--- src/sv/assert_macros.svh ---
// Assertion helpers for the RTL.
`ifndef ASSERT_MACROS_SVH
`define ASSERT_MACROS_SVH
`ifndef SYNTHESIS
`define TMR_ASSERT_IMP(lbl, clk, rst_n, ante, cons, msg) \
    lbl: assert property (@(posedge clk) disable iff (!rst_n) (ante) |-> (cons)) \
        else $error(msg);
`define TMR_ASSERT_NXT(lbl, clk, rst_n, ante, cons, msg) \
    lbl: assert property (@(posedge clk) disable iff (!rst_n) (ante) |=> (cons)) \
        else $error(msg);
`else
`define TMR_ASSERT_IMP(lbl, clk, rst_n, ante, cons, msg)
`define TMR_ASSERT_NXT(lbl, clk, rst_n, ante, cons, msg)
`endif
`endif

--- src/sv/tmr_pkg.sv ---
package tmr_pkg;

    localparam int DEF_MAX_VERTICES = 1024;

    localparam int VERT_W  = 10;
    localparam int POS_W   = 32;
    localparam int VAL_W   = 64;
    localparam int DIFF_W  = 33;
    localparam int MUL_W   = 34;
    localparam int PROD_W  = 68;
    localparam int CROSS_W = 67;
    localparam int ACC_W   = 104;
    localparam int SRC_W   = 98;
    localparam int REM_W   = 66;
    localparam int QUO_W   = 88;
    localparam int CNT_W   = 7;

    localparam logic [CNT_W-1:0] SQRT_STEPS = 7'd49;
    localparam logic [CNT_W-1:0] DIV3_STEPS = 7'd22;
    localparam logic [CNT_W-1:0] INV_STEPS  = 7'd67;

    localparam logic [VAL_W-1:0] VAL_MAX = 64'h7FFF_FFFF_FFFF_FFFF;
    localparam logic [VAL_W-1:0] VAL_MIN = 64'h8000_0000_0000_0000;

    typedef enum logic [1:0] {
        MODE_LOAD = 2'd0,
        MODE_EDGE = 2'd1,
        MODE_TET  = 2'd2,
        MODE_READ = 2'd3
    } mode_t;

    typedef enum logic [1:0] {
        KIND_LEN  = 2'd0,
        KIND_VOL  = 2'd1,
        KIND_MASS = 2'd2
    } kind_t;

    typedef enum logic [1:0] {
        IF_SQRT = 2'd0,
        IF_DIV3 = 2'd1,
        IF_INV  = 2'd2
    } iter_func_t;

    typedef enum logic [3:0] {
        OP_CX0 = 4'd0,  OP_CX1 = 4'd1,
        OP_CY0 = 4'd2,  OP_CY1 = 4'd3,
        OP_CZ0 = 4'd4,  OP_CZ1 = 4'd5,
        OP_TXH = 4'd6,  OP_TXL = 4'd7,
        OP_TYH = 4'd8,  OP_TYL = 4'd9,
        OP_TZH = 4'd10, OP_TZL = 4'd11,
        OP_SQX = 4'd12, OP_SQY = 4'd13,
        OP_SQZ = 4'd14
    } mac_op_t;

    typedef enum logic {
        MSEL_INDEX  = 1'b0,
        MSEL_CORNER = 1'b1
    } msel_t;

    typedef struct packed {
        logic        latch;
        logic        load;
        logic        fetch;
        logic [2:0]  fidx;
        logic        mac_go;
        mac_op_t     mac_op;
        logic        iinit;
        logic        istep;
        iter_func_t  ifunc;
        logic        vol_set;
        logic        m_rd;
        logic        m_wr;
        logic        m_clr;
        msel_t       msel;
        logic [1:0]  corner;
        logic        emit;
        kind_t       ekind;
    } cmd_t;

    typedef struct packed {
        logic vpos_nz;
    } status_t;

    typedef struct packed {
        logic signed [DIFF_W-1:0] x;
        logic signed [DIFF_W-1:0] y;
        logic signed [DIFF_W-1:0] z;
    } dvec_t;

    function automatic logic [CNT_W-1:0] iter_steps(input iter_func_t f);
        logic [CNT_W-1:0] n;
        case (f)
            IF_SQRT: n = SQRT_STEPS;
            IF_DIV3: n = DIV3_STEPS;
            IF_INV:  n = INV_STEPS;
            default: n = SQRT_STEPS;
        endcase
        return n;
    endfunction

    // p - o per component, positions packed {x, y, z}
    function automatic dvec_t vdiff(input logic [3*POS_W-1:0] p,
                                    input logic [3*POS_W-1:0] o);
        dvec_t d;
        d.x = DIFF_W'(signed'(p[3*POS_W-1 -: POS_W])) - DIFF_W'(signed'(o[3*POS_W-1 -: POS_W]));
        d.y = DIFF_W'(signed'(p[2*POS_W-1 -: POS_W])) - DIFF_W'(signed'(o[2*POS_W-1 -: POS_W]));
        d.z = DIFF_W'(signed'(p[POS_W-1 -: POS_W])) - DIFF_W'(signed'(o[POS_W-1 -: POS_W]));
        return d;
    endfunction

endpackage

--- src/sv/tmr_ctrl.sv ---
module tmr_ctrl #(
    parameter int MAX_VERTICES = tmr_pkg::DEF_MAX_VERTICES
) (
    input  logic                              clk,
    input  logic                              rst_n,
    input  logic                              start,
    input  logic [1:0]                        mode,
    output logic                              busy,
    output tmr_pkg::cmd_t                     cmd,
    input  tmr_pkg::status_t                  status,
    output logic [$clog2(MAX_VERTICES)-1:0]   clr_addr
);
    import tmr_pkg::*;

    localparam int AW = $clog2(MAX_VERTICES);

    typedef enum logic [11:0] {
        ST_CLEAR = 12'b0000_0000_0001,
        ST_IDLE  = 12'b0000_0000_0010,
        ST_FETCH = 12'b0000_0000_0100,
        ST_MAC   = 12'b0000_0000_1000,
        ST_DRAIN = 12'b0000_0001_0000,
        ST_INIT  = 12'b0000_0010_0000,
        ST_ITER  = 12'b0000_0100_0000,
        ST_VOL   = 12'b0000_1000_0000,
        ST_MRD   = 12'b0001_0000_0000,
        ST_MWR   = 12'b0010_0000_0000,
        ST_RDM   = 12'b0100_0000_0000,
        ST_EMIT  = 12'b1000_0000_0000
    } state_t;

    state_t           state_reg, state_next;
    logic [CNT_W-1:0] cnt_reg, cnt_next;
    logic [1:0]       mode_reg, mode_next;
    iter_func_t       func_reg, func_next;
    logic [AW-1:0]    clr_reg, clr_next;
    logic             is_edge;

    assign is_edge = (mode_reg == MODE_EDGE);

    always_comb
    begin
        state_next = state_reg;
        cnt_next   = cnt_reg;
        mode_next  = mode_reg;
        func_next  = func_reg;
        clr_next   = clr_reg;
        cmd        = '0;
        case (state_reg)
            ST_CLEAR:
            begin
                cmd.m_clr = 1'b1;
                clr_next  = clr_reg + 1'b1;
                if (clr_reg == AW'(MAX_VERTICES - 1))
                    state_next = ST_IDLE;
            end
            ST_IDLE:
            begin
                if (start)
                begin
                    cmd.latch = 1'b1;
                    mode_next = mode;
                    cnt_next  = '0;
                    case (mode)
                        MODE_LOAD: cmd.load = 1'b1;
                        MODE_EDGE: state_next = ST_FETCH;
                        MODE_TET:  state_next = ST_FETCH;
                        MODE_READ: state_next = ST_RDM;
                        default:   state_next = ST_IDLE;
                    endcase
                end
            end
            ST_FETCH:
            begin
                cmd.fetch = 1'b1;
                cmd.fidx  = cnt_reg[2:0];
                if (cnt_reg == (is_edge ? 7'd2 : 7'd4))
                begin
                    cnt_next   = '0;
                    state_next = ST_MAC;
                end
                else
                    cnt_next = cnt_reg + 1'b1;
            end
            ST_MAC:
            begin
                cmd.mac_go = 1'b1;
                cmd.mac_op = is_edge ? mac_op_t'(4'(OP_SQX) + cnt_reg[3:0])
                                     : mac_op_t'(cnt_reg[3:0]);
                if (cnt_reg == (is_edge ? 7'd2 : 7'd11))
                begin
                    cnt_next   = '0;
                    state_next = ST_DRAIN;
                end
                else
                    cnt_next = cnt_reg + 1'b1;
            end
            ST_DRAIN:
            begin
                func_next  = is_edge ? IF_SQRT : IF_DIV3;
                state_next = ST_INIT;
            end
            ST_INIT:
            begin
                cmd.iinit  = 1'b1;
                cmd.ifunc  = func_reg;
                cnt_next   = '0;
                state_next = ST_ITER;
            end
            ST_ITER:
            begin
                cmd.istep = 1'b1;
                cmd.ifunc = func_reg;
                if (cnt_reg == CNT_W'(iter_steps(func_reg) - 1'b1))
                begin
                    cnt_next = '0;
                    case (func_reg)
                        IF_SQRT: state_next = ST_EMIT;
                        IF_DIV3: state_next = ST_VOL;
                        IF_INV:  state_next = ST_MRD;
                        default: state_next = ST_EMIT;
                    endcase
                end
                else
                    cnt_next = cnt_reg + 1'b1;
            end
            ST_VOL:
            begin
                cmd.vol_set = 1'b1;
                if (status.vpos_nz)
                begin
                    func_next  = IF_INV;
                    state_next = ST_INIT;
                end
                else
                    state_next = ST_EMIT;
            end
            ST_MRD:
            begin
                cmd.m_rd   = 1'b1;
                cmd.msel   = MSEL_CORNER;
                cmd.corner = cnt_reg[1:0];
                state_next = ST_MWR;
            end
            ST_MWR:
            begin
                cmd.m_wr   = 1'b1;
                cmd.msel   = MSEL_CORNER;
                cmd.corner = cnt_reg[1:0];
                if (cnt_reg == 7'd3)
                begin
                    cnt_next   = '0;
                    state_next = ST_EMIT;
                end
                else
                begin
                    cnt_next   = cnt_reg + 1'b1;
                    state_next = ST_MRD;
                end
            end
            ST_RDM:
            begin
                cmd.m_rd   = 1'b1;
                cmd.msel   = MSEL_INDEX;
                state_next = ST_EMIT;
            end
            ST_EMIT:
            begin
                cmd.emit = 1'b1;
                case (mode_reg)
                    MODE_EDGE: cmd.ekind = KIND_LEN;
                    MODE_TET:  cmd.ekind = KIND_VOL;
                    default:   cmd.ekind = KIND_MASS;
                endcase
                state_next = ST_IDLE;
            end
            default:
            begin
                state_next = ST_IDLE;
            end
        endcase
    end

    always_ff @(posedge clk or negedge rst_n)
    begin
        if (!rst_n)
        begin
            state_reg <= ST_CLEAR;
            cnt_reg   <= '0;
            mode_reg  <= '0;
            func_reg  <= IF_SQRT;
            clr_reg   <= '0;
        end
        else
        begin
            state_reg <= state_next;
            cnt_reg   <= cnt_next;
            mode_reg  <= mode_next;
            func_reg  <= func_next;
            clr_reg   <= clr_next;
        end
    end

    assign busy     = (state_reg != ST_IDLE);
    assign clr_addr = clr_reg;

endmodule

--- config.mk ---
export PLATFORM = sky130hd
export DESIGN_NAME = tmr_ctrl
export DESIGN_NICKNAME = d
export VERILOG_FILES = /design/src/sv/assert_macros.svh /design/src/sv/tmr_pkg.sv /design/src/sv/tmr_ctrl.sv
export SDC_FILE = /design/constraint.sdc
export NUM_CORES = 1
export LEC_CHECK = 0
export BUFFER_PORTS_ARGS = -buffer_cell sky130_fd_sc_hd__buf_2
export CORE_MARGIN = 10
export CORE_UTILIZATION = 40
export DETAILED_ROUTE_END_ITERATION = 8
export PLACE_DENSITY = 0.72
export SETUP_SLACK_MARGIN = 0.5
export SYNTH_ARGS = -nofsm -noshare
export SYNTH_HDL_FRONTEND = slang
export SYNTH_SLANG_ARGS = --single-unit
--- constraint.sdc ---
create_clock -name clk -period 2.8 [get_ports clk]
set_clock_uncertainty 0.05 [all_clocks]
set_input_delay 0 -clock clk [delete_from_list [all_inputs] [get_ports clk]]
set_output_delay 0 -clock clk [all_outputs]
set_load 0.01 [all_outputs]
After elaboration in Yosys (flattened, before gate mapping)

Cells that the tools add are included.

Output and inout port bits: 36
Bits in registers: 33
Input port bits: 6
Logic and storage cells: 92

Add/subtract/negate cells: 4
Multiplexer cells: 40
Reduce and logical (&&, ||, !) cells: 11
Equality and inequality tests: 32

Operators by type and width:

| operator              | count |
|---|---|
| $pmux 12 s11          | 1 |
| $mux 12               | 7 |
| $pmux 12 s2           | 2 |
| $mux 7                | 6 |
| $pmux 7 s6            | 1 |
| $pmux 7 s2            | 1 |
| $eq 12x1->1 const B   | 1 |
| $eq 12x10->1 const B  | 1 |
| $eq 12x11->1 const B  | 1 |
| $eq 12x12->1 const B  | 1 |
| $eq 12x2->1 const B   | 1 |
| $eq 12x3->1 const B   | 1 |
| $eq 12x4->1 const B   | 1 |
| $eq 12x5->1 const B   | 1 |
| $eq 12x6->1 const B   | 1 |
| $eq 12x7->1 const B   | 1 |
| $eq 12x8->1 const B   | 1 |
| $eq 12x9->1 const B   | 1 |
| $mux 4                | 3 |
| $ne 12x2->1 const B   | 1 |
| $ne 2x2->1 const B    | 6 |
| $add 10x1->10 const B | 1 |
| $eq 10x10->1 const B  | 1 |
| $mux 2                | 5 |
| other kinds (20)      | 40 |

Logic depth before layout (Yosys ltp)

Depth after elaboration: 7
Depth in mapped cells: 10
Gate-level depth less buffers: 8

Worst setup path before layout

OpenSTA, ideal clock, no wires.

Path type: register to register
Start: reg state_reg[10]
End: reg cnt_reg[4]
Setup slack: 0.141 ns
Setup time: 0.069 ns
Path buffers: 2
Data required time: 2.681 ns
Clock period less this slack: 2.659 ns
Cell stages (with the launch flop): 9
Arrival: 2.540 ns
Cells stage by stage: dfrtp_1 > buf_6 > or4_4 > nor4_4 > o41a_2 > and3b_1 > clkbuf_2 > or4_1 > nand3_1

Word-level cells in the longest chain between the ends: 3
Elaborated cells on any way between the ends: 10
Those cells by class: eq/ne: 7; mux: 1; reduce/logical: 2

Ends and longest elaborated chain:

| what                                                      | line            | source |
|---|---|---|
| start, declared                                           | tmr_ctrl.sv:32  | `state_t state_reg, state_next;` |
| start signal, assigned                                    | tmr_ctrl.sv:196 | `state_reg <= state_next;` |
| $eq 12x10->1 (tied with other cells)                      | tmr_ctrl.sv:49  | `case (state_reg)` |
| $reduce_bool 6->1 (no line) or $ne 2x2->1 (tied branches) | --              |  |
| $reduce_and 2->1 (no line)                                | --              |  |
| end signal, assigned                                      | tmr_ctrl.sv:197 | `cnt_reg <= cnt_next;` |
| end, declared                                             | tmr_ctrl.sv:33  | `logic [CNT_W-1:0] cnt_reg, cnt_next;` |

Parallel ways exist; a longest one is shown, timed or not.
A chain may end at the register's enable or synchronous reset.

Final worst setup path

Start: reg state_reg[7]
End: reg cnt_reg[5]

The elaborated chain is that of the path after synthesis.

==> parameters.txt <==
Parameter                              Value

Detailed routing
  DRT iter0 DRCs    190
  Wire length per cell    16.82 um
  DR pass1 iterations    5
  Vias    2159
  Residual DRC count    0
  Detailed-route wire length    6.460 mm
  Via count normalized by instance count    5.622
  Number of routed nets with antenna violations    0

Synth
  YS warnings    0
  Post-Syn Area    around 2200 um^2
  Total of flip-flops plus latches after synthesis    33
  Most used flip-flop cell after synthesis    sky130_fd_sc_hd__dfrtp_1
  Most frequently used cell type in the post-synthesis netlist    sky130_fd_sc_hd__dfrtp_1
  Seq/Total Area, Yosys    36.87%
  Area contributors post-synth    sky130_fd_sc_hd__dfrtp_1, sky130_fd_sc_hd__ha_1, sky130_fd_sc_hd__xnor2_1
  EDFF count, synth    0
  Largest area contributor in the netlist    sky130_fd_sc_hd__dfrtp_1
  Distinct cell type count of the synthesized netlist    55
  Fraction of registers with async set/reset    100.0%
  Leading cell types by count after synthesis    sky130_fd_sc_hd__dfrtp_1, sky130_fd_sc_hd__nand2_1, sky130_fd_sc_hd__nor2_1
  Fraction of post-synthesis cell area in the top cell type by area    35.69%
  Gate count of the mapped netlist    248
  Avg Inst Size Synth    9.046 um^2
  Net count after synthesis    264

Pwr
  Fraction of power consumed by sequential logic    around 28%
  Maximum VDD drop    0.4812 mV
  Pwr Total    approximately 2300 uW
  Combinational cell fraction of total power    57.0%
  Clk network pwr share    15.3%
  Static Leakage    0.001439 uW
  P_int    1324 uW
  Pwr dens    between 700 and 800 nW/um^2
  Net Sw Power    996.6 uW
  Switching Fraction    a little over two fifths

STA
  Clock period minus worst slack    2368 ps
  RSZ-0062 raised after global routing    true
  Ratio of final minimum period to clock period    84.58%
  Achievable frequency    422.3 MHz
  Final setup violating endpoints    0
  Worst slew pin tran    754.5 ps
  Total Negative Setup Slacks    0 ps
  Final Hold Vio Count    0
  Final Slew Violations    0
  Slack of the critical path    431.8 ps
  Relative max-transition margin    49.70%

Clock tree
  Level count of the clock H-tree    2
  Clock tree from TritonCTS    done
  Clock buffer depth    2
  Root Buffer    sky130_fd_sc_hd__clkbuf_8
  Clk pin slew, worst setup/hold paths    about 70 ps
  TritonCTS sink count    33
  CTS Buf Count    5
  Clock insertion delay at the later pin of the skew report    290 ps

Floorplanning
  Horizontal die dimension    about 95 um
  Die span in y    94.89 um
  Starting density of the core    40.99%
  Standard-cell rows    27
  Core area    5473 um^2
  I/O pins    42
  Die area    approximately 9000 um^2

Global routing
  Maximum number of pins on one net before global-route repair    34
  Wire length of the first global-routing pass    10.17 mm
  Remaining global-route overflow    0
  Global-route total usage across every layer    14.01%
  Vias in the first global route    2037
  Antenna violations before repair    0

Layout
  Synthesis-to-layout area growth    30.45%
  Count of inserted antenna diode cells    0
  Combined area of the multi-input logic cells    1409 um^2
  Fillers    502
  Final #Nets    327
  Max FFs per register    12
  Total non-filler cell area in the finished layout    about 2900 um^2
  Seq. cell area    839.6 um^2
  Share of cells above drive strength 1    39.74%

Worst setup path
  Cell seen most often among critical-path stages    sky130_fd_sc_hd__nand3_1
  Longest individual stage delay on the worst path    480 ps
  Critical path class    register to register
  Highest-delay cell along the critical path    sky130_fd_sc_hd__dfrtp_1
  Worst path arrival time    2540 ps
  Element type at the critical path end    register
  Required arrival time at the worst endpoint    2970 ps
  Worst-path cell chain    nor4_1 -> nand3_1 -> or2_1 -> and3b_2 -> or4_4 -> nand3_1
  Largest driver fanout on the critical path    7
  Critical Path Source Type    register

Min path
  Kind of path behind the tightest hold check    input port to register

Run
  Max-cap violations    0

Run status
  Run status    complete, no violations

Placed design
  Final RePlAce weighted congestion    0.9139
  Total cell area at the placement stage    2532 um^2
  Detailed placement HPWL    around 4.6 mm
  Pre-CTS setup slack    194.4 ps
  Count of buffers inserted at the top-level ports    41
## power groups by stage
stage               Combinational, uW  Sequential (uW)  Clock [uW]
finish                           1320              643         355
global placement                 1010              651           0
global route                     1460              652         386
floorplan                         776              594           0
CTS                              1140              640         366
detailed placement               1020              654           0
## kinds of logic after synthesis
logic type | Yosys count | share of synthesized area, %
AND/OR/NAND/NOR | 124 | 33.07
flip-flops | 33 | 36.87
buffers and inverters | 30 | 5.689
AO/OA/AOI/OAI | 28 | 9.537
XOR/XNOR | 20 | 7.808
adder cells (fa/ha/maj) | 10 | 5.577
multiplexers | 3 | 1.450
## what timing repair did
item	in CTS	in global routing
setup buffers	12	9
hold endpoints to repair	35	0
setup endpoints to repair	17	18
gates resized for setup	13	21
pin swaps	3	2
hold buffers	3	0
## routing by layer
metal  vias up  wire [um]  global-route usage, %
li1       1014          -                      -
met1      1035       2825                  18.58
met2        95       3101                  22.31
met3        15        404                  2.776
met4         0        128                  4.489
met5         -          0                      0
## area by class of cell
cell class	count	area share (%)
Clock inverter	3	0.5985
Tap cell	72	3.078
Timing Repair Buffer	73	15.48
Clock buffer	5	2.351
Sequential cell	33	28.69
Inverter	13	1.667
Multi-Input combinational cell	185	48.14
## cell usage in the layout, fill, tap and decap left out, types with 3 or more instances in the layout
cell type                       instances
sky130_fd_sc_hd__buf_2                 41
sky130_fd_sc_hd__buf_4                 29
sky130_fd_sc_hd__and4_1                 4
sky130_fd_sc_hd__inv_1                  9
sky130_fd_sc_hd__o21ai_0                4
sky130_fd_sc_hd__nand3_1               12
sky130_fd_sc_hd__inv_2                  4
sky130_fd_sc_hd__clkbuf_8               5
sky130_fd_sc_hd__xor2_1                 8
sky130_fd_sc_hd__and2_1                11
sky130_fd_sc_hd__dfrtp_2               10
sky130_fd_sc_hd__and3_1                 6
sky130_fd_sc_hd__nor3_1                 7
sky130_fd_sc_hd__xnor2_1               12
sky130_fd_sc_hd__dfrtp_1               22
sky130_fd_sc_hd__ha_1                   6
sky130_fd_sc_hd__or2_1                  3
sky130_fd_sc_hd__dlygate4sd3_1          3
sky130_fd_sc_hd__or4_4                  3
sky130_fd_sc_hd__nor4_1                 4
sky130_fd_sc_hd__nor4_2                 3
sky130_fd_sc_hd__nand2_1               21
sky130_fd_sc_hd__a22o_1                 4
sky130_fd_sc_hd__nor2_1                14
sky130_fd_sc_hd__or3_1                  3
sky130_fd_sc_hd__nand4_1                4
## stage by stage
stage	cells	util [%]	hold slack, ps
detailed placement	352	46.27	65.74
global route	384	53.48	129.9
floorplan	248	-	-345.6
CTS	375	50.73	54.05
global placement	352	46.27	65.71
finish	384	53.48	62.87
## final timing paths
check,start,end,slack [ps],depth (start not counted)
min in group asynchronous,rst_n,cnt_reg[4],260,2
max in group asynchronous,rst_n,state_reg[2],1890,2
max,state_reg[7],cnt_reg[5],430,6
min,status,state_reg[11],60,4
max reg2reg,state_reg[7],cnt_reg[5],430,6
min reg2reg,clr_addr[9],clr_addr[9],430,1
## critical path, delay by kind of cell, from the launching register on
kind	cells	cell delay, ps
and+or+nand+nor	6	1790
DFF	1	480
No activity file was read; power rests on OpenSTA's default activity.
